**config.mk**
```make
export PLATFORM = sky130hd
export DESIGN_NAME = iag_csr
export DESIGN_NICKNAME = d
export VERILOG_FILES = /design/src/rtl/core/iag_pkg.sv /design/src/rtl/core/iag_csr.sv
export SDC_FILE = /design/constraint.sdc
export NUM_CORES = 1
export LEC_CHECK = 0
export BUFFER_PORTS_ARGS = -buffer_cell sky130_fd_sc_hd__buf_2
export CORE_UTILIZATION = 45
export CTS_CLUSTER_DIAMETER = 60
export CTS_CLUSTER_SIZE = 30
export DETAILED_ROUTE_END_ITERATION = 8
export GPL_ROUTABILITY_DRIVEN = 1
export PLACE_DENSITY_LB_ADDON = 0.2
export SLEW_MARGIN = 0
export SYNTH_ARGS = -nofsm -noshare
export SYNTH_HDL_FRONTEND = slang
export SYNTH_SLANG_ARGS = --single-unit
```
**constraint.sdc**
```tcl
create_clock -name clock -period 1.25 [get_ports clock]
set_clock_uncertainty 0.2 [all_clocks]
set_input_delay 0.0625 -clock clock [delete_from_list [all_inputs] [get_ports clock]]
set_output_delay 0.0625 -clock clock [all_outputs]
set_load 0.005 [all_outputs]
```
**src/rtl/core/iag_pkg.sv**
```systemverilog
// im2col address generator: shared types and constants
// configuration register indexes, register file and derived geometry structs
// no dependencies
package iag_pkg;

   // configuration register indexes
   localparam logic [3:0] REG_IMAGE_ROWS  = 4'd0;
   localparam logic [3:0] REG_IMAGE_COLS  = 4'd1;
   localparam logic [3:0] REG_KERNEL_ROWS = 4'd2;
   localparam logic [3:0] REG_KERNEL_COLS = 4'd3;
   localparam logic [3:0] REG_ROW_STRIDE  = 4'd4;
   localparam logic [3:0] REG_COL_STRIDE  = 4'd5;
   localparam logic [3:0] REG_ROW_PAD     = 4'd6;
   localparam logic [3:0] REG_COL_PAD     = 4'd7;

   // raw configuration registers
   typedef struct packed {
      logic [10:0] image_rows;
      logic [10:0] image_cols;
      logic [4:0]  kernel_rows;
      logic [4:0]  kernel_cols;
      logic [4:0]  row_stride;
      logic [4:0]  col_stride;
      logic [3:0]  row_pad;
      logic [3:0]  col_pad;
   } cfg_type;

   // geometry derived from the registers, held until the next write
   typedef struct packed {
      logic [4:0]  kr;         // kernel rows, zero taken as one
      logic [4:0]  kc;         // kernel columns, zero taken as one
      logic [4:0]  rs;         // row stride, zero taken as one
      logic [4:0]  cs;         // column stride, zero taken as one
      logic [11:0] ocols;      // placements per output row
      logic [23:0] per_img;    // placements per image
      logic [9:0]  per_chan;   // patch columns per channel
      logic [31:0] recip_oc;   // floor((2^32-1) / ocols)
      logic [15:0] recip_pc;   // floor((2^16-1) / per_chan)
      logic [15:0] recip_kc;   // floor((2^16-1) / kc)
   } geom_type;

   function automatic logic [4:0] at_least_one(input logic [4:0] v);
      return (v == 5'd0) ? 5'd1 : v;
   endfunction

endpackage

```
**src/rtl/core/iag_csr.sv**
```systemverilog
// im2col address generator: configuration register file
// holds the eight geometry registers written over the csr channel
// depends on iag_pkg
module iag_csr (
   input  logic              clock,
   input  logic              reset,
   input  logic              wr_en,
   input  logic [3:0]        wr_index,
   input  logic [10:0]       wr_data,
   output iag_pkg::cfg_type  cfg
);

   iag_pkg::cfg_type cfg_ff;
   iag_pkg::cfg_type cfg_in;

   // register write decode, indexes beyond the list are ignored
   always_comb begin
      cfg_in = cfg_ff;
      if (wr_en) begin
         case (wr_index)
            iag_pkg::REG_IMAGE_ROWS:  cfg_in.image_rows  = wr_data;
            iag_pkg::REG_IMAGE_COLS:  cfg_in.image_cols  = wr_data;
            iag_pkg::REG_KERNEL_ROWS: cfg_in.kernel_rows = wr_data[4:0];
            iag_pkg::REG_KERNEL_COLS: cfg_in.kernel_cols = wr_data[4:0];
            iag_pkg::REG_ROW_STRIDE:  cfg_in.row_stride  = wr_data[4:0];
            iag_pkg::REG_COL_STRIDE:  cfg_in.col_stride  = wr_data[4:0];
            iag_pkg::REG_ROW_PAD:     cfg_in.row_pad     = wr_data[3:0];
            iag_pkg::REG_COL_PAD:     cfg_in.col_pad     = wr_data[3:0];
            default:                  cfg_in = cfg_ff;
         endcase
      end
   end

   always_ff @(posedge clock) begin
      if (reset) begin
         cfg_ff.image_rows  <= 11'd1;
         cfg_ff.image_cols  <= 11'd1;
         cfg_ff.kernel_rows <= 5'd1;
         cfg_ff.kernel_cols <= 5'd1;
         cfg_ff.row_stride  <= 5'd1;
         cfg_ff.col_stride  <= 5'd1;
         cfg_ff.row_pad     <= 4'd0;
         cfg_ff.col_pad     <= 4'd0;
      end else begin
         cfg_ff <= cfg_in;
      end
   end

   assign cfg = cfg_ff;

endmodule

```
==> results_dict.tcl, run 1 <==
set metrics [dict create \
    drc 0 \
    overflow 0 \
    die_area_mm2 0.004820 \
    place_hpwl_um 3021 \
    dieWidth_um 69.43 \
    crit_buf_inv 2 \
    fin_setup_tns_ns 0 \
    clockBufferDepth 2 \
    synth_cell_types 16 \
    tightest_slew_ns 0.3869 \
    ys_seq_area_share_pct 48.93 \
    tritoncts "yes" \
    via_per_inst 4.737 \
    cts_made_buffers 5 \
    power.density_mw_per_mm2 1095 \
    leakage_nw 1.410 \
    synth.top_cell.area_share_pct 48.93 \
    final.period_utilization_pct 93.09 \
    cp.arrival_ns 1.14 \
    violations "negative hold slack" \
    synth-simple-area-share_pct 23.67 \
    finalMaxSlewViolations 0 \
    start_util_pct 46.98 \
    critPathKind "primary input to register" \
    slew_headroom_pct 74.21 \
    grt_use_total_pct 17.94 \
    area_growth_pct 30.70 \
    die_h_um 69.43 \
    critPathLaunchType "primary input" \
    ant_nets 0 \
    status "complete, but fails checks" \
    cts-resized-gates 0 \
    io_buffers 67 \
    largest_reg_flops 50 \
    wl_per_cell_um 13.17 \
    vdd_drop_max_mv 0.6966 \
    first_global_vias 1466 \
    clk_latency_ns 0.30 \
    fmax_mhz 859.4 \
    design_area_mm2 0.002674 \
    synth_fp_nets 207 \
    grt_pass1_wl_um 6762 \
    core_area_mm2 0.004354 \
    rows 24 \
    place.gp.congestion 0.7099 \
    syn_area_per_cell_um2 10.82 \
    hold_slack_ns -0.004454 \
    num_io_pins 68 \
    hold_path_class "primary input to register" \
    yosys.area_share.adder_pct 0 \
    synth_mux_area_share_pct 24.46 \
    place_area_mm2 0.002474 \
    r2r_slack_ns 0.43 \
    cp_max_fo 5 \
    finalCriticalPeriod_ns 1.164 \
    dpl.cell_count 306 \
    ys_warn_count 0 \
    drive_gt1_share_pct 34.69 \
    cpLargestDelayFamily "buffers and inverters" \
    layout.cells.non_filler 323 \
    hold_viol 2 \
    syn_area_mm2 0.002046 \
    synth_xor_xnor_area_share_pct 0 \
    cp_slowest_cell "dlygate4sd3_1" \
    critPathRequiredTime_ns 1.22 \
    path_cells "buf_2, dlygate4sd3_1, nand3_2, mux2i_1" \
    rsz0062_at_grt "false" \
    vias 1530 \
    drt_iter0_drc 57 \
    finalNetCount 288 \
    slowest_delay_ns 0.60 \
    utilization_pct 61.41 \
    wl_um 4255 \
    cts_root_buf "clkbuf_8" \
    synthTopCellsByArea "dfxtp_1 49%, mux2i_1 24%, nand2b_1 17%" \
    setup_viol 0 \
    netlist_instances 189 \
    yosysTopAreaCell "dfxtp_1" \
    max_cap_viol_count 0 \
    antenna_found_initial 0 \
    cts_sinks 50 \
    ys_ff_latch 50 \
    grt_start_max_net_pins 19 \
    synth_top_family_by_area "multiplexers" \
    dr.pass1.iters 4 \
    critPathCaptureType "register" \
    cts-htree-levels 2 \
    synth_compound_area_share_pct 0 \
    antennaDiodeCount 0 \
    cts.clk_slew.worst_paths_ns 0.09 \
]
## worst paths after layout
| kind | startpoint | endpoint | depth (start not counted) |
|---|---|---|---|
| max | wr_index[1] | cfg[20] | 4 |
| min | wr_data[4] | cfg[17] | 3 |
| max reg2reg | cfg[26] | cfg[26] | 2 |
| min reg2reg | cfg[14] | cfg[14] | 2 |
## final cells by class
| class | count | area, um^2 |
|---|---|---|
| clock buffers | 8 | 110.1 |
| fillers | 369 | 1680 |
| multi-input cells | 127 | 984.7 |
| flip-flops and latches | 50 | 1001 |
| well taps | 52 | 65.06 |
| repair buffers | 86 | 513.0 |
## cell usage in the layout, fill, tap and decap left out, types with 5 or more instances in the layout
cell,count
buf_2,67
buf_4,9
clkbuf_8,8
dfxtp_1,50
dlygate4sd3_1,9
mux2i_1,50
nand2_2,5
nand2b_1,55
nor2_1,8
## worst min-delay path, stage by stage
cell and delay, ns:
buf_2 0.07, nand2b_1 0.16, mux2i_1 0.16
## cell usage after synthesis
master and count:
and3b_1 1, nor3b_4 1, nand2b_1 55, buf_4 1, buf_2 3, and2_1 2
nor2b_2 1, mux2i_1 50, nand2_2 5, clkbuf_1 7, nor2_1 8, buf_6 1
nor2b_1 1, dfxtp_1 50, nand3_2 2, nand2_1 1
## metal layers
metal  part of all wire, %  global-route usage (%)  wire, um
met5                     0                       0         0
met4                   1.6                   6.576        68
met3                   5.5                   5.814       236
met2                    43                   26.75      1845
met1                    49                   24.15      2105
## cells by family after synthesis
logic type,after synthesis
mux,50
buf+inv,12
flops,50
simple gates,77
## report_power, final
part | leakage (nW) | internal [W] | switching [W]
Combinational | 0.949 | 0.000127 | 0.000111
Clock | 0.0575 | 0.000559 | 0.000509
Sequential | 0.404 | 0.00161 | 0.0000103
Total | 1.41 | 0.00230 | 0.000631
## per-stage QoR
step / setup WS [ns] / total power [W]
after floorplan: 0.1529 / 0.001782
after detailed placement: -0.05207 / 0.001877
after global placement: -0.01552 / 0.001875
final: 0.08640 / 0.002928
after global routing: 0.04028 / 0.003044
after CTS: 0.07896 / 0.002950
## repair_timing
action,CTS,global route
setup endpoints to repair,0,0
hold endpoints to repair,24,0
setup buffers,0,0
hold buffers,9,0
Power figures use the tool's default switching activity.
==> inputs of run 2 (changes only) <==
- HOLD_SLACK_MARGIN: default -> 0.03
==> run 2 against run 1 <==
Against the previous run:
- highest routed layer unchanged
- sequential share of layout area is 0.55 points lower
- design area rose by 1.5%
- final cell count increased by 1.2%
- global-route usage grew 0.28 points
- register-to-register slack is essentially flat
- the run now ends clean
- critical endpoint unchanged
- via count rose by 1.1%
- wire length rose by 1.2%
- critical path depth unchanged
- die area stayed put
==> results_dict.tcl, run 2 (synthesis gave the netlist of run 1 again) <==
set metrics [dict create \
    status "finished clean" \
    clk_latency_ns 0.30 \
    io_buffers 67 \
    final_cell_mix "67 x buf_2, 55 x nand2b_1, 50 x mux2i_1, 50 x dfxtp_1, 13 x dlygate4sd3_1" \
    ant_nets 0 \
    antenna_found_initial 0 \
    slowest_delay_ns 0.60 \
    tightest_slew_ns 0.3905 \
    grt_start_max_net_pins 19 \
    antennaDiodeCount 0 \
    multi_input_area_um2 984.7 \
    pre_cts_ws_ns -0.05207 \
    drt_iter0_drc 51 \
    dr.pass1.iters 4 \
    tritoncts "yes" \
    cpLargestDelayFamily "buffers and inverters" \
    wl_met2_um 1889 \
    place.gp.congestion 0.7099 \
    vdd_drop_max_mv 0.7001 \
    vias 1547 \
    critPathCaptureType "register" \
    design_area_mm2 0.002714 \
    max_cap_viol_count 0 \
    fmax_mhz 858.2 \
    area_growth_pct 32.66 \
    rsz0062_at_grt "false" \
    cp_slowest_cell "dlygate4sd3_1" \
    report.power.total_w 0.002936 \
    leakage_nw 1.427 \
    drive_gt1_share_pct 34.18 \
    first_global_vias 1481 \
    final.period_utilization_pct 93.22 \
    wl_um 4308 \
    cts_made_buffers 5 \
    fin_ws_ns 0.08477 \
    wl_per_cell_um 13.17 \
    cts-resized-gates 0 \
    overflow 0 \
    holdBufCountCts 13 \
    place_hpwl_um 3021 \
    setup_viol 0 \
    finalMaxSlewViolations 0 \
    grt_pass1_wl_um 6879 \
    slew_headroom_pct 73.97 \
    die_area_mm2 0.004820 \
    core_area_mm2 0.004354 \
    cp_max_fo 5 \
    place_area_mm2 0.002474 \
    critPathRequiredTime_ns 1.22 \
    met1Wirelength_um 2112 \
    power.density_mw_per_mm2 1082 \
    drc 0 \
    dieWidth_um 69.43 \
    hold_path_class "primary input to register" \
    finalCriticalPeriod_ns 1.165 \
    cts.clk_slew.worst_paths_ns 0.09 \
    cts_setup_buffers 0 \
    critPathLaunchType "primary input" \
    critPathKind "primary input to register" \
    final_common_cell "buf_2" \
    wl_met3_um 238 \
    register_area_mm2 0.001001 \
    finalNetCount 292 \
    cp.arrival_ns 1.14 \
    fill_cells 364 \
    clockBufferDepth 2 \
    rows 24 \
    crit_buf_inv 2 \
    hold_viol 0 \
    cts-htree-levels 2 \
    grt_use_total_pct 18.22 \
    die_h_um 69.43 \
    via_per_inst 4.731 \
    top_layer "met4" \
    num_io_pins 68 \
    path_cells "buf_2, dlygate4sd3_1, nand3_2, mux2i_1" \
    start_util_pct 46.98 \
    largest_reg_flops 50 \
    cts_root_buf "clkbuf_8" \
    cts_sinks 50 \
]
-- run 2: cell types whose count changed in the layout (fill, tap and decap cells not counted) --
| cell | before | now |
|---|---|---|
| dlygate4sd3_1 | 9 | 13 |
-- run 2: area by class of cell --
type | count | area share, %
Sequential cell | 50 | 36.88
Multi-Input combinational cell | 127 | 36.28
Timing Repair Buffer | 90 | 20.38
Clock buffer | 8 | 4.057
Tap cell | 52 | 2.397
-- run 2: worst reg2reg max path, delay by kind of cell, from the launching register on --
kind	cells	cell delay, ns
flip-flops	1	0.36
multiplexers	1	0.13
AND/OR/NAND/NOR	1	0.06
-- run 2: stage by stage --
| step | hold slack (ns) | utilization, % | TNS (ns) | cells |
|---|---|---|---|---|
| 2_1_floorplan | 0.03768 | - | 0 | 189 |
| 3_3_place_gp | 0.1563 | 56.81 | -0.1266 | 306 |
| 3_5_place_dp | 0.1623 | 56.81 | -0.2892 | 306 |
| 4_1_cts | 0.01232 | 62.33 | 0 | 327 |
| 5_1_grt | 0.03374 | 62.33 | 0 | 327 |
| 6_report | 0.02044 | 62.33 | 0 | 327 |
-- run 2: routing by layer --
metal,GRT usage (%),vias up
li1,-,783
met1,24.61,711
met2,27.18,45
met3,5.814,8
met4,6.576,0
met5,0,-
-- run 2: where the power goes --
part / internal [W] / switching (W) / leakage [nW]
logic: 0.000135 / 0.000112 / 0.965
clock network: 0.000559 / 0.000507 / 0.0575
registers: 0.00161 / 0.0000103 / 0.404
total: 0.00231 / 0.000630 / 1.43
-- run 2: worst paths after layout --
kind | startpoint | end | slack [ns] | cells past startpoint
worst min-delay path | wr_index[0] | cfg[25] | 0.02 | 4
worst min register to register | cfg[14] | cfg[14] | 0.28 | 2
worst max-delay path | wr_index[0] | cfg[20] | 0.08 | 4
worst max register to register | cfg[26] | cfg[26] | 0.43 | 2
