## config.mk

```make
export PLATFORM = sky130hd
export DESIGN_NAME = iag_pipe
export DESIGN_NICKNAME = d
export VERILOG_FILES = /design/src/rtl/core/iag_pkg.sv /design/src/rtl/core/iag_pipe.sv
export SDC_FILE = /design/constraint.sdc
export NUM_CORES = 2
export LEC_CHECK = 0
export BUFFER_PORTS_ARGS = -buffer_cell sky130_fd_sc_hd__buf_2
export CAP_MARGIN = 40
export CORE_ASPECT_RATIO = 0.9
export CORE_UTILIZATION = 47
export DETAILED_ROUTE_END_ITERATION = 6
export GPL_ROUTABILITY_DRIVEN = 0
export HOLD_SLACK_MARGIN = 0.03
export PLACE_DENSITY = 0.7
export SLEW_MARGIN = 20
export SYNTH_ARGS = -nofsm -noshare
export SYNTH_HDL_FRONTEND = slang
export SYNTH_SLANG_ARGS = --single-unit
```

## constraint.sdc

```tcl
create_clock -name clock -period 17.96 [get_ports clock]
set_input_delay 3.592 -clock clock [delete_from_list [all_inputs] [get_ports clock]]
set_output_delay 3.592 -clock clock [all_outputs]
set_load 0.02 [all_outputs]
```

## src/rtl/core/iag_pkg.sv

```systemverilog
// im2col address generator: shared types and constants
// configuration register indexes, register file and derived geometry structs
// no dependencies
package iag_pkg;

   // configuration register indexes
   localparam logic [3:0] REG_IMAGE_ROWS  = 4'd0;
   localparam logic [3:0] REG_IMAGE_COLS  = 4'd1;
   localparam logic [3:0] REG_KERNEL_ROWS = 4'd2;
   localparam logic [3:0] REG_KERNEL_COLS = 4'd3;
   localparam logic [3:0] REG_ROW_STRIDE  = 4'd4;
   localparam logic [3:0] REG_COL_STRIDE  = 4'd5;
   localparam logic [3:0] REG_ROW_PAD     = 4'd6;
   localparam logic [3:0] REG_COL_PAD     = 4'd7;

   // raw configuration registers
   typedef struct packed {
      logic [10:0] image_rows;
      logic [10:0] image_cols;
      logic [4:0]  kernel_rows;
      logic [4:0]  kernel_cols;
      logic [4:0]  row_stride;
      logic [4:0]  col_stride;
      logic [3:0]  row_pad;
      logic [3:0]  col_pad;
   } cfg_type;

   // geometry derived from the registers, held until the next write
   typedef struct packed {
      logic [4:0]  kr;         // kernel rows, zero taken as one
      logic [4:0]  kc;         // kernel columns, zero taken as one
      logic [4:0]  rs;         // row stride, zero taken as one
      logic [4:0]  cs;         // column stride, zero taken as one
      logic [11:0] ocols;      // placements per output row
      logic [23:0] per_img;    // placements per image
      logic [9:0]  per_chan;   // patch columns per channel
      logic [31:0] recip_oc;   // floor((2^32-1) / ocols)
      logic [15:0] recip_pc;   // floor((2^16-1) / per_chan)
      logic [15:0] recip_kc;   // floor((2^16-1) / kc)
   } geom_type;

   function automatic logic [4:0] at_least_one(input logic [4:0] v);
      return (v == 5'd0) ? 5'd1 : v;
   endfunction

endpackage

```

## src/rtl/core/iag_pipe.sv

```systemverilog
// im2col address generator: seven-stage address datapath
// splits position and patch column by reciprocal multiply and forms the source pixel
// depends on iag_pkg
module iag_pipe #(
   parameter int CHANNELS = 4
) (
   input  logic               clock,
   input  logic               reset,
   input  logic               advance,
   input  logic               in_fire,
   input  logic [7:0]         batch_index,
   input  logic [19:0]        out_position,
   input  logic [9:0]         patch_column,
   input  iag_pkg::cfg_type   cfg,
   input  iag_pkg::geom_type  geom,
   output logic               out_valid,
   output logic [27:0]        patch_row,
   output logic [19:0]        pixel_index,
   output logic [9:0]         source_column,
   output logic               in_bounds
);

   localparam logic [9:0] CHANNELS_W = 10'(CHANNELS);

   logic [7:1] valid_ff;

   // stage 1: quotient estimates and batch offset
   logic [7:0]  s1_batch_ff;
   logic [19:0] s1_pos_ff;
   logic [9:0]  s1_col_ff;
   logic [19:0] s1_qpos_ff;
   logic [9:0]  s1_qch_ff;
   logic [27:0] s1_bimg_ff;
   logic [51:0] prod_pos;
   logic [25:0] prod_col;
   logic [31:0] prod_bimg;

   assign prod_pos  = 52'(out_position) * 52'(geom.recip_oc);
   assign prod_col  = 26'(patch_column) * 26'(geom.recip_pc);
   assign prod_bimg = 32'(batch_index) * 32'(geom.per_img);

   // stage 2: remainders of the estimates, patch row
   logic [7:0]  s2_batch_ff;
   logic [19:0] s2_qpos_ff;
   logic [9:0]  s2_qch_ff;
   logic [12:0] s2_rem_p_ff;
   logic [10:0] s2_rem_c_ff;
   logic [27:0] s2_prow_ff;
   logic [31:0] diff_pos;
   logic [19:0] diff_col;

   assign diff_pos = 32'(s1_pos_ff) - 32'(s1_qpos_ff) * 32'(geom.ocols);
   assign diff_col = 20'(s1_col_ff) - 20'(s1_qch_ff) * 20'(geom.per_chan);

   // stage 3: quotient correction
   logic [7:0]  s3_batch_ff;
   logic [19:0] s3_prow_ff;
   logic [11:0] s3_pcol_ff;
   logic [9:0]  s3_chan_ff;
   logic [9:0]  s3_within_ff;
   logic [27:0] s3_patch_ff;
   logic        ge_pos, ge_col;
   logic [19:0] prow_in;
   logic [11:0] pcol_in;
   logic [9:0]  chan_in;
   logic [9:0]  within_in;

   assign ge_pos    = s2_rem_p_ff >= {1'b0, geom.ocols};
   assign ge_col    = s2_rem_c_ff >= {1'b0, geom.per_chan};
   assign prow_in   = s2_qpos_ff + 20'(ge_pos);
   assign pcol_in   = ge_pos ? 12'(s2_rem_p_ff - {1'b0, geom.ocols}) : s2_rem_p_ff[11:0];
   assign chan_in   = s2_qch_ff + 10'(ge_col);
   assign within_in = ge_col ? 10'(s2_rem_c_ff - {1'b0, geom.per_chan}) : s2_rem_c_ff[9:0];

   // stage 4: kernel row estimate, placement offsets, source column
   logic [9:0]  s4_within_ff;
   logic [9:0]  s4_kq_ff;
   logic [24:0] s4_rprod_ff;
   logic [16:0] s4_cprod_ff;
   logic [9:0]  s4_src_ff;
   logic [27:0] s4_patch_ff;
   logic [25:0] prod_kc;

   assign prod_kc = 26'(s3_within_ff) * 26'(geom.recip_kc);

   // stage 5: kernel remainder, padded base coordinates
   logic [9:0]         s5_kq_ff;
   logic [5:0]         s5_rem_k_ff;
   logic signed [26:0] s5_rbase_ff;
   logic signed [18:0] s5_cbase_ff;
   logic [9:0]         s5_src_ff;
   logic [27:0]        s5_patch_ff;
   logic [14:0]        diff_k;

   assign diff_k = 15'(s4_within_ff) - 15'(s4_kq_ff) * 15'(geom.kc);

   // stage 6: kernel index correction, source coordinates
   logic signed [26:0] s6_r_ff;
   logic signed [18:0] s6_c_ff;
   logic [9:0]         s6_src_ff;
   logic [27:0]        s6_patch_ff;
   logic               ge_k;
   logic [4:0]         krow_idx, kcol_idx;

   assign ge_k     = s5_rem_k_ff >= {1'b0, geom.kc};
   assign krow_idx = 5'(s5_kq_ff + 10'(ge_k));
   assign kcol_idx = ge_k ? 5'(s5_rem_k_ff - {1'b0, geom.kc}) : s5_rem_k_ff[4:0];

   // stage 7: bounds check and flat pixel index
   logic [27:0] s7_patch_ff;
   logic [19:0] s7_pixel_ff;
   logic [9:0]  s7_src_ff;
   logic        s7_inside_ff;
   logic        r_ok, c_ok, pix_in_image;
   logic [21:0] pix;

   assign r_ok         = !s6_r_ff[26] && (s6_r_ff[25:0] < 26'(cfg.image_rows));
   assign c_ok         = !s6_c_ff[18] && (s6_c_ff[17:0] < 18'(cfg.image_cols));
   assign pix_in_image = r_ok && c_ok;
   assign pix          = 22'(s6_r_ff[10:0]) * 22'(cfg.image_cols) + 22'(s6_c_ff[10:0]);

   // valid bits travel with the data
   always_ff @(posedge clock) begin
      if (reset) begin
         valid_ff <= '0;
      end else if (advance) begin
         valid_ff <= {valid_ff[6:1], in_fire};
      end
   end

   // payload stages
   always_ff @(posedge clock) begin
      if (advance) begin
         s1_batch_ff  <= batch_index;
         s1_pos_ff    <= out_position;
         s1_col_ff    <= patch_column;
         s1_qpos_ff   <= prod_pos[51:32];
         s1_qch_ff    <= prod_col[25:16];
         s1_bimg_ff   <= prod_bimg[27:0];

         s2_batch_ff  <= s1_batch_ff;
         s2_qpos_ff   <= s1_qpos_ff;
         s2_qch_ff    <= s1_qch_ff;
         s2_rem_p_ff  <= diff_pos[12:0];
         s2_rem_c_ff  <= diff_col[10:0];
         s2_prow_ff   <= s1_bimg_ff + 28'(s1_pos_ff);

         s3_batch_ff  <= s2_batch_ff;
         s3_prow_ff   <= prow_in;
         s3_pcol_ff   <= pcol_in;
         s3_chan_ff   <= chan_in;
         s3_within_ff <= within_in;
         s3_patch_ff  <= s2_prow_ff;

         s4_within_ff <= s3_within_ff;
         s4_kq_ff     <= prod_kc[25:16];
         s4_rprod_ff  <= 25'(s3_prow_ff) * 25'(geom.rs);
         s4_cprod_ff  <= 17'(s3_pcol_ff) * 17'(geom.cs);
         s4_src_ff    <= 10'(s3_batch_ff) * CHANNELS_W + s3_chan_ff;
         s4_patch_ff  <= s3_patch_ff;

         s5_kq_ff     <= s4_kq_ff;
         s5_rem_k_ff  <= diff_k[5:0];
         s5_rbase_ff  <= $signed({2'b00, s4_rprod_ff}) - $signed({23'd0, cfg.row_pad});
         s5_cbase_ff  <= $signed({2'b00, s4_cprod_ff}) - $signed({15'd0, cfg.col_pad});
         s5_src_ff    <= s4_src_ff;
         s5_patch_ff  <= s4_patch_ff;

         s6_r_ff      <= s5_rbase_ff + $signed({22'd0, krow_idx});
         s6_c_ff      <= s5_cbase_ff + $signed({14'd0, kcol_idx});
         s6_src_ff    <= s5_src_ff;
         s6_patch_ff  <= s5_patch_ff;

         s7_patch_ff  <= s6_patch_ff;
         s7_pixel_ff  <= pix_in_image ? pix[19:0] : 20'd0;
         s7_src_ff    <= s6_src_ff;
         s7_inside_ff <= pix_in_image;
      end
   end

   assign out_valid     = valid_ff[7];
   assign patch_row     = s7_patch_ff;
   assign pixel_index   = s7_pixel_ff;
   assign source_column = s7_src_ff;
   assign in_bounds     = s7_inside_ff;

endmodule

```

==> run_results.csv <==
group,metric,value,unit
status,outcome,"finished clean",
floorplan,die_h,373,um
clock_tree,clockBufferDepth,3,
floorplan,die_area,0.154,mm2
placement,post-place-cells,8946,
drt,wl_per_cell,17.9,um
floorplan,start_util,47.5,%
floorplan,rows,135,
sta,post-route-period-util,59.1,%
cells_and_area,seq_area,0.0182,mm2
logic_synthesis,syn_area_per_cell,10.4,um2
cells_and_area,most-common-layout-cells,"1348 x inv_1, 1166 x fa_1, 966 x nand2_1",
logic_synthesis,synth_seq_area_share,25.4,%
cells_and_area,layout_commonest_cell,"inv_1",
logic_synthesis,synth-edff-count,602,
clock_tree,htreeDepth,3,
clock_tree,cts_made_buffers,67,
sta,finalSetupViolations,0,
clock_tree,cts-resized-gates,0,
clock_tree,cts_hold_buf,0,
clock_tree,postCtsSetupBuffers,0,
sta,tns,0,ps
cells_and_area,nNetsFinal,9017,
global_route,grt_pass1_vias,50700,
clock_tree,cts.clk_slew.worst_paths,60,ps
sta,period_needed,10620,ps
critical_path,worstSetupEndpointType,"flip-flop",
logic_synthesis,synth-seq-cells,609,
sta,fmax,0.0942,GHz
global_route,grt_usage,21.7,%
sta,fin_ws,7340,ps
logic_synthesis,synthCells,6922,
logic_synthesis,ys_warn_count,0,
critical_path,r2r-end,"s4_kq_ff[5]",
logic_synthesis,synth_cell_type_count,79,
global_route,grt_pass1_wl,265000,um
cells_and_area,fin_cells,9093,
critical_path,endpoint,"s1_qpos_ff[19]",
critical_path,worst-path-buf-inv,6,
cells_and_area,nFillCells,13300,
sta,skew,27.4,ps
clock_tree,cts_tree,"done",
critical_path,critPathMaxFanout,33,
cells_and_area,multi_input_comb_area,0.0475,mm2
global_route,grt_max_degree,104,
drt,vias,47400,
drt,via_per_inst,5.21,
critical_path,cpMaxStageDelayCell,"buf_2",
logic_synthesis,syn_nets,8900,
placement,io_buffers,256,
logic_synthesis,async_reset_ff_share,0,%
cells_and_area,drive_above_1_share,6.01,%
drt,route.final.wire_length,162000,um
logic_synthesis,synth_area,0.0717,mm2
job,cap_viol_max_count,0,
logic_synthesis,synthFlopType,"edfxtp_1",
floorplan,io_pins,282,
sta,tightestPinTransition,925,ps
sta,hold_viol_final,0,
critical_path,cpPeakStageDelay,680,ps
critical_path,worst_path_most_repeated_cell,"fa_1",
floorplan,core,0.151,mm2
clock_tree,clk_latency,650,ps
sta,slew_viol_final,0,
drt,drcViolationCount,0,
sta,maxSlewHeadroom,38.4,%
critical_path,reg2reg_depth,20,
drt,first_pass_iters,5,
floorplan,die_w,414,um
critical_path,crit_family,"adder cells",
critical_path,rr_startpoint,"s3_within_ff[1]",
cells_and_area,area_growth,8.12,%
critical_path,critical_path_required,18330,ps
drt,drt_iter0_markers,2495,
clock_tree,cts.sink_count,609,
clock_tree,root_buffer,"clkbuf_16",
critical_path,arrival,10990,ps
global_route,grt-ovfl-total,0,
sta,rsz0062_at_grt,"no",
global_route,grt_antenna_before_repair,27,
critical_path,cp-start-kind,"primary input",
drt,ant_nets,0,
critical_path,worstSetupPathType,"in2reg",
critical_path,crit_cells,25,
worst_hold_path,hold_path.class,"reg2reg",
placement,preCtsSetupSlack,6660,ps
critical_path,critPathLaunch,"out_position[8]",
placement,dp_hpwl,124000,um
critical_path,r2r_slack,11490,ps
[worst min-delay path by stage]
stage | cells past startpoint | start | end | slack (ps)
after floorplan | 0 | s6_patch_ff[0] | patch_row[0] | 400
after CTS | 0 | s6_src_ff[1] | source_column[1] | 410
final | 0 | s6_src_ff[6] | source_column[6] | 410
after global placement | 0 | s3_patch_ff[24] | s4_patch_ff[24] | 400
after detailed placement | 0 | s6_patch_ff[24] | patch_row[24] | 400
after global routing | 0 | s5_patch_ff[14] | s6_patch_ff[14] | 420
[stage by stage]
step / hold WS, ps / area, um2 / utilization (%)
finish: 409 / 77500 / 51.3
global route: 416 / 77500 / 51.3
CTS: 406 / 77200 / 51.2
detailed placement: 405 / 75000 / 49.6
global placement: 400 / 74700 / 49.4
floorplan: 400 / 71700 / -
[cell type report]
cell class	count	share of cell area (%)
Timing Repair Buffer	288	2.45
Clock buffer	80	2.28
Tap cell	1986	3.21
Antenna cell	15	0.0484
Clock inverter	42	0.681
Multi-Input combinational cell	4725	61.3
Sequential cell	609	23.5
Inverter	1348	6.53
[state kept, by name (all words and copies together) (netlist names), 19 cells and up]
name and cells:
s5_rbase_ff 26, pixel_index 20, s1_pos_ff 20, s1_bimg_ff 28, s5_patch_ff 28, s3_prow_ff 20
s3_patch_ff 28, s4_rprod_ff 25, s4_patch_ff 28, s1_qpos_ff 20, s6_r_ff 27, s2_prow_ff 28
s6_c_ff 19, patch_row 28, s2_qpos_ff 20, s6_patch_ff 28
[cell families after synthesis]
kind of cell | synth area share [%]
AND/OR/NAND/NOR | 14.5
adder cells (fa/ha/maj) | 42.8
buffers and inverters | 8.31
flip-flops | 25.4
AO/OA/AOI/OAI | 4.28
XOR/XNOR | 4.35
multiplexers | 0.265
[layer usage]
| layer | vias up | global-route usage [%] | wire length, um | part of all wire, % |
|---|---|---|---|---|
| met2 | 1511 | 36.7 | 78500 | 48 |
| met4 | 12 | 6.89 | 4530 | 2.8 |
| met3 | 285 | 3.78 | 11400 | 7.0 |
| met1 | 23900 | 28.4 | 68000 | 42 |
| met5 | - | 0 | 78 | 0.048 |
| li1 | 21700 | - | - | - |
[cell usage after synthesis, types with 4 or more instances]
cell type / count / area (um2)
inv_1: 1348 / 5060
fa_1: 1166 / 23300
nand2_1: 966 / 3630
and2_1: 740 / 4630
edfxtp_1: 602 / 18100
ha_1: 590 / 7380
xnor2_1: 244 / 2140
clkbuf_1: 239 / 897
nor2_1: 147 / 552
a21oi_1: 134 / 671
xor2_1: 112 / 981
a21o_1: 75 / 563
o21ai_0: 68 / 340
nand3_1: 64 / 320
nor3_1: 48 / 240
nor2b_1: 35 / 219
o21a_1: 34 / 255
o21bai_1: 34 / 255
and3_1: 28 / 175
nand2b_1: 27 / 169
nand4_1: 21 / 131
o21ai_1: 21 / 105
nor4_1: 14 / 87.6
or3_1: 13 / 81.3
o211ai_1: 12 / 90.1
a31oi_1: 10 / 62.6
mux2i_1: 10 / 100
o31ai_1: 9 / 67.6
mux2_2: 8 / 90.1
dfxtp_1: 7 / 140
a211oi_1: 5 / 37.5
and4_1: 5 / 43.8
or4_1: 5 / 37.5
a211o_1: 4 / 35.0
o2111ai_1: 4 / 35.0
o31a_1: 4 / 35.0
or2_2: 4 / 25.0
Power is left out: the tool's default activity adds up to more than one toggle a clock period on the data nets, which glitch-free logic cannot reach.
