**src/rtl/core/iag_pkg.sv**
```systemverilog
// im2col address generator: shared types and constants
// configuration register indexes, register file and derived geometry structs
// no dependencies
package iag_pkg;

   // configuration register indexes
   localparam logic [3:0] REG_IMAGE_ROWS  = 4'd0;
   localparam logic [3:0] REG_IMAGE_COLS  = 4'd1;
   localparam logic [3:0] REG_KERNEL_ROWS = 4'd2;
   localparam logic [3:0] REG_KERNEL_COLS = 4'd3;
   localparam logic [3:0] REG_ROW_STRIDE  = 4'd4;
   localparam logic [3:0] REG_COL_STRIDE  = 4'd5;
   localparam logic [3:0] REG_ROW_PAD     = 4'd6;
   localparam logic [3:0] REG_COL_PAD     = 4'd7;

   // raw configuration registers
   typedef struct packed {
      logic [10:0] image_rows;
      logic [10:0] image_cols;
      logic [4:0]  kernel_rows;
      logic [4:0]  kernel_cols;
      logic [4:0]  row_stride;
      logic [4:0]  col_stride;
      logic [3:0]  row_pad;
      logic [3:0]  col_pad;
   } cfg_type;

   // geometry derived from the registers, held until the next write
   typedef struct packed {
      logic [4:0]  kr;         // kernel rows, zero taken as one
      logic [4:0]  kc;         // kernel columns, zero taken as one
      logic [4:0]  rs;         // row stride, zero taken as one
      logic [4:0]  cs;         // column stride, zero taken as one
      logic [11:0] ocols;      // placements per output row
      logic [23:0] per_img;    // placements per image
      logic [9:0]  per_chan;   // patch columns per channel
      logic [31:0] recip_oc;   // floor((2^32-1) / ocols)
      logic [15:0] recip_pc;   // floor((2^16-1) / per_chan)
      logic [15:0] recip_kc;   // floor((2^16-1) / kc)
   } geom_type;

   function automatic logic [4:0] at_least_one(input logic [4:0] v);
      return (v == 5'd0) ? 5'd1 : v;
   endfunction

endpackage

```
**src/rtl/core/iag_setup.sv**
```systemverilog
// im2col address generator: geometry setup sequencer
// derives grid size and reciprocals with one shared radix-2 divider after each write
// depends on iag_pkg
module iag_setup (
   input  logic               clock,
   input  logic               reset,
   input  iag_pkg::cfg_type   cfg,
   input  logic               restart,
   output iag_pkg::geom_type  geom,
   output logic               busy
);

   localparam logic [1:0] ST_IDLE  = 2'd0;
   localparam logic [1:0] ST_LOAD  = 2'd1;
   localparam logic [1:0] ST_RUN   = 2'd2;
   localparam logic [1:0] ST_STORE = 2'd3;

   localparam logic [2:0] OP_ROWS     = 3'd0;
   localparam logic [2:0] OP_COLS     = 3'd1;
   localparam logic [2:0] OP_RECIP_OC = 3'd2;
   localparam logic [2:0] OP_RECIP_PC = 3'd3;
   localparam logic [2:0] OP_RECIP_KC = 3'd4;

   localparam logic [4:0]  LAST_STEP = 5'd31;
   localparam logic [31:0] ONES_32   = 32'hFFFF_FFFF;
   localparam logic [31:0] ONES_16   = 32'h0000_FFFF;

   logic [1:0]  state_ff, state_in;
   logic [2:0]  op_ff, op_in;
   logic [4:0]  step_ff, step_in;
   logic [11:0] rem_ff, rem_in;
   logic [31:0] quo_ff, quo_in;
   logic [11:0] dvs_ff, dvs_in;
   logic [11:0] orows_ff, orows_in;
   logic [11:0] ocols_ff, ocols_in;
   logic [23:0] per_img_ff, per_img_in;
   logic [9:0]  per_chan_ff, per_chan_in;
   logic [31:0] recip_oc_ff, recip_oc_in;
   logic [15:0] recip_pc_ff, recip_pc_in;
   logic [15:0] recip_kc_ff, recip_kc_in;

   logic [4:0]  kr, kc, rs, cs;
   logic [11:0] padded_r, padded_c, span_r, span_c;
   logic [31:0] dividend;
   logic [11:0] divisor;
   logic [12:0] trial;
   logic        trial_ge;
   logic [11:0] rem_next;

   // effective kernel and stride sizes
   assign kr = iag_pkg::at_least_one(cfg.kernel_rows);
   assign kc = iag_pkg::at_least_one(cfg.kernel_cols);
   assign rs = iag_pkg::at_least_one(cfg.row_stride);
   assign cs = iag_pkg::at_least_one(cfg.col_stride);

   // span of kernel placements over the padded image, zero if the kernel overhangs
   assign padded_r = {1'b0, cfg.image_rows} + {7'd0, cfg.row_pad, 1'b0};
   assign padded_c = {1'b0, cfg.image_cols} + {7'd0, cfg.col_pad, 1'b0};
   assign span_r   = (padded_r >= {7'd0, kr}) ? padded_r - {7'd0, kr} : 12'd0;
   assign span_c   = (padded_c >= {7'd0, kc}) ? padded_c - {7'd0, kc} : 12'd0;

   // operand select for the current division
   always_comb begin
      case (op_ff)
         OP_ROWS: begin
            dividend = {20'd0, span_r};
            divisor  = {7'd0, rs};
         end
         OP_COLS: begin
            dividend = {20'd0, span_c};
            divisor  = {7'd0, cs};
         end
         OP_RECIP_OC: begin
            dividend = ONES_32;
            divisor  = ocols_ff;
         end
         OP_RECIP_PC: begin
            dividend = ONES_16;
            divisor  = {2'd0, per_chan_ff};
         end
         OP_RECIP_KC: begin
            dividend = ONES_16;
            divisor  = {7'd0, kc};
         end
         default: begin
            dividend = ONES_16;
            divisor  = 12'd1;
         end
      endcase
   end

   // one restoring division step
   assign trial    = {rem_ff, quo_ff[31]};
   assign trial_ge = trial >= {1'b0, dvs_ff};
   assign rem_next = trial_ge ? 12'(trial - {1'b0, dvs_ff}) : trial[11:0];

   // sequencer
   always_comb begin
      state_in    = state_ff;
      op_in       = op_ff;
      step_in     = step_ff;
      rem_in      = rem_ff;
      quo_in      = quo_ff;
      dvs_in      = dvs_ff;
      orows_in    = orows_ff;
      ocols_in    = ocols_ff;
      per_img_in  = per_img_ff;
      per_chan_in = per_chan_ff;
      recip_oc_in = recip_oc_ff;
      recip_pc_in = recip_pc_ff;
      recip_kc_in = recip_kc_ff;
      case (state_ff)
         ST_IDLE: begin
            state_in = ST_IDLE;
         end
         ST_LOAD: begin
            rem_in   = 12'd0;
            quo_in   = dividend;
            dvs_in   = divisor;
            step_in  = 5'd0;
            state_in = ST_RUN;
            if (op_ff == OP_ROWS) begin
               per_chan_in = {5'd0, kr} * {5'd0, kc};
            end
         end
         ST_RUN: begin
            rem_in  = rem_next;
            quo_in  = {quo_ff[30:0], trial_ge};
            step_in = step_ff + 5'd1;
            if (step_ff == LAST_STEP) begin
               state_in = ST_STORE;
            end
         end
         ST_STORE: begin
            case (op_ff)
               OP_ROWS:     orows_in = quo_ff[11:0] + 12'd1;
               OP_COLS:     ocols_in = quo_ff[11:0] + 12'd1;
               OP_RECIP_OC: begin
                  recip_oc_in = quo_ff;
                  per_img_in  = {12'd0, orows_ff} * {12'd0, ocols_ff};
               end
               OP_RECIP_PC: recip_pc_in = quo_ff[15:0];
               OP_RECIP_KC: recip_kc_in = quo_ff[15:0];
               default:     recip_kc_in = recip_kc_ff;
            endcase
            if (op_ff == OP_RECIP_KC) begin
               state_in = ST_IDLE;
            end else begin
               op_in    = op_ff + 3'd1;
               state_in = ST_LOAD;
            end
         end
         default: begin
            state_in = ST_IDLE;
         end
      endcase
      // a register write starts the whole derivation again
      if (restart) begin
         state_in = ST_LOAD;
         op_in    = OP_ROWS;
      end
   end

   // control and derived geometry
   always_ff @(posedge clock) begin
      if (reset) begin
         state_ff    <= ST_IDLE;
         op_ff       <= OP_ROWS;
         orows_ff    <= 12'd1;
         ocols_ff    <= 12'd1;
         per_img_ff  <= 24'd1;
         per_chan_ff <= 10'd1;
         recip_oc_ff <= ONES_32;
         recip_pc_ff <= ONES_16[15:0];
         recip_kc_ff <= ONES_16[15:0];
      end else begin
         state_ff    <= state_in;
         op_ff       <= op_in;
         orows_ff    <= orows_in;
         ocols_ff    <= ocols_in;
         per_img_ff  <= per_img_in;
         per_chan_ff <= per_chan_in;
         recip_oc_ff <= recip_oc_in;
         recip_pc_ff <= recip_pc_in;
         recip_kc_ff <= recip_kc_in;
      end
   end

   // divider working registers
   always_ff @(posedge clock) begin
      step_ff <= step_in;
      rem_ff  <= rem_in;
      quo_ff  <= quo_in;
      dvs_ff  <= dvs_in;
   end

   assign busy = (state_ff != ST_IDLE);

   assign geom.kr       = kr;
   assign geom.kc       = kc;
   assign geom.rs       = rs;
   assign geom.cs       = cs;
   assign geom.ocols    = ocols_ff;
   assign geom.per_img  = per_img_ff;
   assign geom.per_chan = per_chan_ff;
   assign geom.recip_oc = recip_oc_ff;
   assign geom.recip_pc = recip_pc_ff;
   assign geom.recip_kc = recip_kc_ff;

endmodule

```
**config.mk**
```make
export PLATFORM = sky130hd
export DESIGN_NAME = iag_setup
export DESIGN_NICKNAME = d
export VERILOG_FILES = /design/src/rtl/core/iag_pkg.sv /design/src/rtl/core/iag_setup.sv
export SDC_FILE = /design/constraint.sdc
export NUM_CORES = 1
export LEC_CHECK = 0
export BUFFER_PORTS_ARGS = -buffer_cell sky130_fd_sc_hd__buf_2
export CAP_MARGIN = 5
export CORE_UTILIZATION = 30
export CTS_BUF_LIST = sky130_fd_sc_hd__clkbuf_16
export DETAILED_ROUTE_END_ITERATION = 6
export SETUP_SLACK_MARGIN = 0.2
export SLEW_MARGIN = 0
export SYNTH_ARGS = -nofsm -noshare
export SYNTH_HDL_FRONTEND = slang
export SYNTH_SLANG_ARGS = --single-unit
```
**constraint.sdc**
```tcl
create_clock -name clock -period 15.15 [get_ports clock]
set_input_delay 0.7575 -clock clock [delete_from_list [all_inputs] [get_ports clock]]
set_output_delay 0.7575 -clock clock [all_outputs]
set_load 0.02 [all_outputs]
```
==> results of run 1 <==
==> per-stage QoR <==
step,cell area (sq um),util [%],cells
after global placement,16340,33.39,2453
after floorplan,14900,-,1696
final,16920,34.56,2485
after CTS,16920,34.56,2485
after global routing,16920,34.56,2485
after detailed placement,16340,33.39,2453
==> power groups by stage <==
stage                     Clock, mW  Combinational (mW)  Sequential [mW]
after floorplan                   0               0.165            0.566
after global placement            0               0.228            0.570
after detailed placement          0               0.232            0.571
after CTS                     0.472               0.234            0.559
after global routing          0.487               0.260            0.561
final                         0.458               0.233            0.559
==> metal layers <==
layer / part of all wire [%] / vias to the layer above
li1: - / 5915
met1: 44 / 5956
met2: 48 / 276
met3: 4.8 / 48
met4: 2.4 / 0
met5: 0 / -
==> logic make-up (layout without fill, tap and decap cells) <==
family,count (synthesis),count (layout),share of synthesized area (%)
AO/OA/AOI/OAI,319,319,15.20
AND/OR/NAND/NOR,567,567,17.95
adder cells (fa/ha/maj),236,236,25.56
multiplexers,7,7,0.4702
buffers and inverters,327,452,8.413
flip-flops,188,188,29.35
XOR/XNOR,52,52,3.056
==> worst max-delay path by stage <==
stage,from,endpoint,slack [ns],depth (start not counted)
2_1_floorplan,ocols_ff[11]$_SDFFE_PP0P_,per_img_ff[20]$_SDFFE_PP0P_,9.78,19
3_5_place_dp,ocols_ff[8]$_SDFFE_PP0P_,per_img_ff[21]$_SDFFE_PP0P_,9.34,17
3_3_place_gp,ocols_ff[5]$_SDFFE_PP0P_,per_img_ff[21]$_SDFFE_PP0P_,9.49,17
6_report,ocols_ff[8]$_SDFFE_PP0P_,per_img_ff[21]$_SDFFE_PP0P_,9.25,17
4_1_cts,ocols_ff[8]$_SDFFE_PP0P_,per_img_ff[21]$_SDFFE_PP0P_,9.27,17
5_1_grt,ocols_ff[8]$_SDFFE_PP0P_,per_img_ff[21]$_SDFFE_PP0P_,8.85,17
==> critical path, stage by stage (launching register included) <==
cell       delay (ns)
dfxtp_1          0.71
nand2_1          0.17
fa_1             0.57
inv_1            0.05
fa_1             0.47
fa_1             0.54
fa_1             0.55
inv_1            0.06
fa_1             0.52
inv_1            0.04
ha_1             0.34
nand2_1          0.14
o31ai_1          0.44
o211ai_1         0.18
a31oi_1          0.34
o211ai_1         0.14
a2111oi_1        0.41
a311o_1          0.18
==> cell usage in the layout, fill, tap and decap left out, types with 5 or more instances in the layout <==
| cell | count |
|---|---|
| nand2_1 | 260 |
| inv_1 | 226 |
| buf_2 | 183 |
| dfxtp_1 | 127 |
| ha_1 | 121 |
| fa_1 | 114 |
| nor2_1 | 68 |
| a21oi_1 | 67 |
| nand3_1 | 65 |
| and2_1 | 64 |
| edfxtp_1 | 61 |
| o211ai_1 | 46 |
| xnor2_1 | 41 |
| a21o_1 | 36 |
| o21ai_0 | 32 |
| a211oi_1 | 24 |
| nor3_1 | 22 |
| and3_1 | 18 |
| clkbuf_16 | 17 |
| nor2b_1 | 13 |
| nand2b_1 | 13 |
| buf_4 | 13 |
| xor2_1 | 11 |
| a32oi_1 | 11 |
| or3_1 | 10 |
| a22oi_1 | 10 |
| a31oi_1 | 10 |
| o21ai_1 | 9 |
| o21a_1 | 7 |
| mux2i_1 | 7 |
| a211oi_2 | 6 |
| nor4_1 | 6 |
| o31ai_1 | 6 |
| a211o_1 | 5 |
| a21boi_0 | 5 |
| nand4_1 | 5 |
==> registers in the layout, indices dropped and copies added (netlist names), 5 cells and up <==
register	cells
recip_kc_ff	16
per_chan_ff	10
orows_ff	12
rem_ff	12
recip_pc_ff	16
quo_ff	32
recip_oc_ff	32
dvs_ff	12
step_ff	5
ocols_ff	12
per_img_ff	24
==> layout make-up <==
cell class / count / area, sq um
Timing Repair Buffer: 196 / 1013
Inverter: 224 / 840.8
Fill cell: 5049 / 32040
Multi-Input combinational cell: 1181 / 9284
Clock buffer: 17 / 425.4
Tap cell: 664 / 830.8
Sequential cell: 188 / 4374
Clock inverter: 15 / 146.4
==> summary.txt, run 1 <==
Timing
  – Worst Tran Pin Value: 1.138 ns
  – Final WS setup: 9.247 ns
  – Final period util: 38.97%
  – Final Max Slew Viols: 0
  – Fmax: 169.4 MHz
  – Worst clock skew: 0.01537 ns
  – RSZ-0062 raised after global routing: no
  – WHS: 0.4520 ns
  – Max-slew headroom: 23.47%
  – # setup viols final: 0
  – Min Clock Period, post-route: 5.903 ns
  – Setup TNS: 0 ns
  – Final hold vios: 0

Floorplanning
  – Die area: 0.05057 sq mm
  – Die span in x: 224.9 microns
  – Rows: 81
  – Core box area: 0.04895 sq mm
  – IO Count: 184
  – Die H: 224.9 microns
  – Initial Util: 30.44%

CTS
  – H-tree depth: 4
  – CTS Sinks: 188
  – Cts bufs inserted: 17
  – Hold_buf cts: 0
  – Register clock-pin slew on the reported worst setup and hold paths: 0.07 ns
  – Clock latency on the worst-skew pair: 0.47 ns
  – Post_cts resized: 0
  – Root buffer cell: clkbuf_16
  – Clk buf depth: 2
  – CTS tree: built
  – Postcts setup bufs: 0

Logic synthesis
  – Mean post-synth cell area: 8.786 sq um
  – Mapped Cells: 1696
  – Synth top cells by count: 261 x nand2_1, 223 x inv_1, 127 x dfxtp_1
  – Syn Std Cell Area: 0.01490 sq mm
  – Post-synth EDFFs: 61
  – Top-count cell post-synth: nand2_1
  – Post-synth net total: 1985
  – Synth top area cells: dfxtp_1 17%, fa_1 15%, edfxtp_1 12%
  – Synth area leader: dfxtp_1
  – Netlist cell types: 78
  – Register bit total from synthesis: 188
  – YS warnings: 0
  – Seq/Total Area, Yosys: 29.35%
  – Top cell type's share of synthesized area: 17.06%
  – Most common flop cell mapped by yosys: dfxtp_1
  – Post-synth ARST share: 0%

Worst setup path
  – Reg2reg end: per_img_ff[21]$_SDFFE_PP0P_
  – Worst EP arrival: 6.32 ns
  – CP Launch Type: flip-flop
  – Reg-to-Reg Start: ocols_ff[8]$_SDFFE_PP0P_
  – WS Path Type: flip-flop to flip-flop
  – CP Capture Type: flip-flop
  – Reg2reg path depth: 17
  – Critical path peak fanout: 15
  – Reg2Reg Setup Slack: 9.25 ns
  – CP Data Required Time: 15.56 ns

Route
  – WL final: 41000 microns
  – Drt first-iter violations: 833
  – Final antenna-violating net count: 0
  – First-pass DRT Iterations: 5
  – DR vias: 12.20k
  – Vias per inst: 4.907
  – Mean routed wirelength per cell: 16.50 microns
  – DRC: 0

Placed design
  – IO Port Bufs: 183
  – Post-DP HPWL: 31250 microns
  – GPL Wtd Cong: 0.8837
  – Placement Setup Slack: 9.345 ns

GRT
  – Total grt overflow: 0
  – Gr busiest metal: met2
  – Initial antenna violation count: 0
  – Global router's overall resource usage: 16.89%
  – Number of global-route vias before repair: 12.32k
  – Routing usage on met2: 28.43%
  – Met1 usage: 21.33%
  – GR Util met3: 3.344%
  – First-pass GRT wire length: 66710 microns
  – Largest net degree at the start of global routing: 85

Min path
  – Worst hold stages: 2
  – Tightest Hold Check Type: flip-flop to flip-flop
  – HP Start: per_img_ff[13]$_SDFFE_PP0P_
  – Hold Path End: per_img_ff[13]$_SDFFE_PP0P_

Power
  – Internal Power: 874.0 uW
  – Switching Share: 30.09%
  – Seq pwr share: 44.7%
  – Max IR drop VDD: 67.13 uV
  – Power Total: 1.250 mW
  – Comb power frac: 18.7%
  – Pleak: 8.056 nW
  – Clock Power Share: 36.6%
  – Switching Power: 376.2 uW
  – PwrDens: 73.91 mW/mm^2

Status
  – Outcome: finished clean

Layout
  – Share of layout cells above drive strength 1: 13.56%
  – Nets@finish: 2097
  – Diode count: 0
  – Area growth from synthesis to layout: 13.51%

Flow run
  – Max-cap violations: 0
Power figures use the tool's default switching activity.
==> inputs of run 2 (changes only) <==
==> constraint.sdc (replaced) <==
create_clock -name clock -period 5.6 [get_ports clock]
set_input_delay 0.28 -clock clock [delete_from_list [all_inputs] [get_ports clock]]
set_output_delay 0.28 -clock clock [all_outputs]
set_load 0.02 [all_outputs]
==> run 2 against run 1 <==
  * Die area unchanged
  * Clock-buffer cell count unchanged
  * Flip-flop and latch count unchanged
  * Cell count rose by 1.7%
  * Critical path depth is 1 higher
  * Via count grew 2.1%
  * Clock power increased to 2.7 times the previous value
  * Register-to-register slack lost 8.9 ns
  * Core utilization is 1.2 points higher
  * Maximum frequency is 13% higher
  * Critical path type unchanged
  * Largest power group unchanged
==> summary.txt, run 2 (synthesis gave the netlist of run 1 again) <==
Timing
  – RSZ-0062 raised after global routing: yes
  – Fmax: 191.3 MHz
  – Worst Tran Pin Value: 1.242 ns
  – Final hold vios: 0
  – Final period util: 93.36%
  – Max-slew headroom: 16.43%
  – Final Max Slew Viols: 0
  – Worst clock skew: 0.01939 ns
  – # setup viols final: 0
  – Min Clock Period, post-route: 5.228 ns

Route
  – First-pass DRT Iterations: 4
  – Mean routed wirelength per cell: 16.46 microns
  – Vias per inst: 4.929
  – DR vias: 12.46k
  – WL final: 41610 microns
  – DRC: 0
  – Drt first-iter violations: 678
  – Final antenna-violating net count: 0

Layout
  – Biggest regs: quo_ff (32), recip_oc_ff (32), per_img_ff (24)
  – Diode count: 0
  – Fin area: 0.01749 sq mm
  – Nets@finish: 2139
  – Area growth from synthesis to layout: 17.40%
  – Most frequent cells in the layout: 258 x nand2_1, 222 x inv_1, 183 x buf_2
  – Share of layout cells above drive strength 1: 17.66%
  – Post-layout util: 35.74%
  – Commonest non-fill, non-tap cell in the layout: nand2_1

Min path
  – Tightest Hold Check Type: input port to flip-flop

GRT
  – First-pass GRT wire length: 67070 microns
  – Total grt overflow: 0
  – Initial antenna violation count: 0
  – Global router's overall resource usage: 16.96%
  – Number of global-route vias before repair: 12.50k
  – Largest net degree at the start of global routing: 66

Floorplanning
  – Die span in x: 224.9 microns
  – Core box area: 0.04895 sq mm
  – IO Count: 184
  – Initial Util: 30.44%
  – Die H: 224.9 microns
  – Rows: 81
  – Die area: 0.05057 sq mm

Power
  – Pleak: 8.295 nW
  – Switching Power: 1.080 mW
  – Max IR drop VDD: 250.2 uV
  – PwrDens: 193.4 mW/mm^2
  – Clock Power Share: 36.8%
  – Internal Power: 2.305 mW
  – Seq pwr share: 44.4%
  – Switching Share: 31.90%
  – Comb power frac: 18.8%

CTS
  – Register clock-pin slew on the reported worst setup and hold paths: 0.08 ns
  – Cts bufs inserted: 17
  – Clk buf depth: 2
  – Root buffer cell: clkbuf_16
  – H-tree depth: 4
  – Clock latency on the worst-skew pair: 0.49 ns
  – CTS Sinks: 188
  – CTS tree: built

Worst setup path
  – CP Launch Type: flip-flop
  – CP Capture Type: flip-flop
  – WS Path Type: flip-flop to flip-flop
  – CP Data Required Time: 6.03 ns
  – Critical path peak fanout: 8
  – Worst EP arrival: 5.66 ns

Status
  – Outcome: finished clean

Placed design
  – IO Port Bufs: 183
  – Placed cell area: 0.01654 sq mm
  – GPL Wtd Cong: 0.8707
  – Post-DP HPWL: 31960 microns

Flow run
  – Max-cap violations: 0
run 2: changes by cell type in the layout (fill, tap and decap cells not counted), sizes merged:
cell	delta
buf	+41
bufinv	-2
clkinv	+2
clkinvlp	+2
inv	-2
dlygate4sd3	+1
run 2: worst max-delay path: stages (launching register included):
cell and delay (ns):
dfxtp_4 0.38, buf_4 0.15, and2_1 0.17, fa_1 0.58
fa_1 0.46, fa_1 0.50, fa_1 0.55, inv_1 0.05
fa_1 0.53, inv_1 0.04, ha_2 0.36, and3_4 0.21
nand3_1 0.10, o21ai_2 0.11, inv_1 0.10, a31oi_4 0.19
o211ai_1 0.16, a2111oi_2 0.40, a311o_1 0.15
run 2: final timing paths:
path,startpoint,to,slack (ns),cells past startpoint
max,orows_ff[5]$_SDFFE_PP0P_,per_img_ff[21]$_SDFFE_PP0P_,0.37,18
min,reset,orows_ff[0]$_SDFFE_PP1P_,0.21,3
max reg2reg,orows_ff[5]$_SDFFE_PP0P_,per_img_ff[21]$_SDFFE_PP0P_,0.37,18
min reg2reg,per_img_ff[17]$_SDFFE_PP0P_,per_img_ff[17]$_SDFFE_PP0P_,0.46,2
run 2: cell type report:
cell class | instances | area [sq um]
tap | 664 | 830.8
inverter | 224 | 840.8
multi-input combinational | 1181 | 9424
clock inverter | 15 | 175.2
timing repair buffer | 238 | 1366
fill | 5037 | 31460
sequential | 188 | 4432
clock buffer | 17 | 425.4
run 2: repair_timing:
action / 4_1_cts / 5_1_grt
pin swaps: 1 / 22
setup endpoints to repair: 6 / 9
gates resized for setup: 12 / 53
hold buffers: 1 / 0
setup buffers: 0 / 16
endpoints found under the hold margin: 2 / 0
run 2: stage by stage:
step	std cells	setup WS, ns	TNS, ns	hold WS, ns	power [mW]
after floorplan	1696	0.2267	0	0.3568	1.977
after global placement	2478	0.1194	0	0.4449	2.157
after CTS	2511	0.2002	0	0.1722	3.426
after detailed placement	2478	-0.03355	-0.03355	0.4463	2.169
after global routing	2527	0.08867	0	0.2004	3.542
final	2527	0.3719	0	0.2116	3.384
run 2: metal layers:
| metal | share of wire, % | vias to the layer above | global-route usage (%) |
|---|---|---|---|
| met5 | 0 | - | 0 |
| met2 | 48 | 286 | 29.03 |
| li1 | - | 6003 | - |
| met1 | 44 | 6121 | 21.15 |
| met3 | 5.1 | 45 | 3.801 |
| met4 | 2.1 | 0 | 5.069 |
run 2: power groups by stage:
stage	Combinational, mW	Sequential (mW)	Clock, mW
floorplan	0.446	1.53	0
global placement	0.619	1.54	0
detailed placement	0.629	1.54	0
CTS	0.634	1.51	1.28
global route	0.708	1.51	1.32
finish	0.637	1.50	1.24
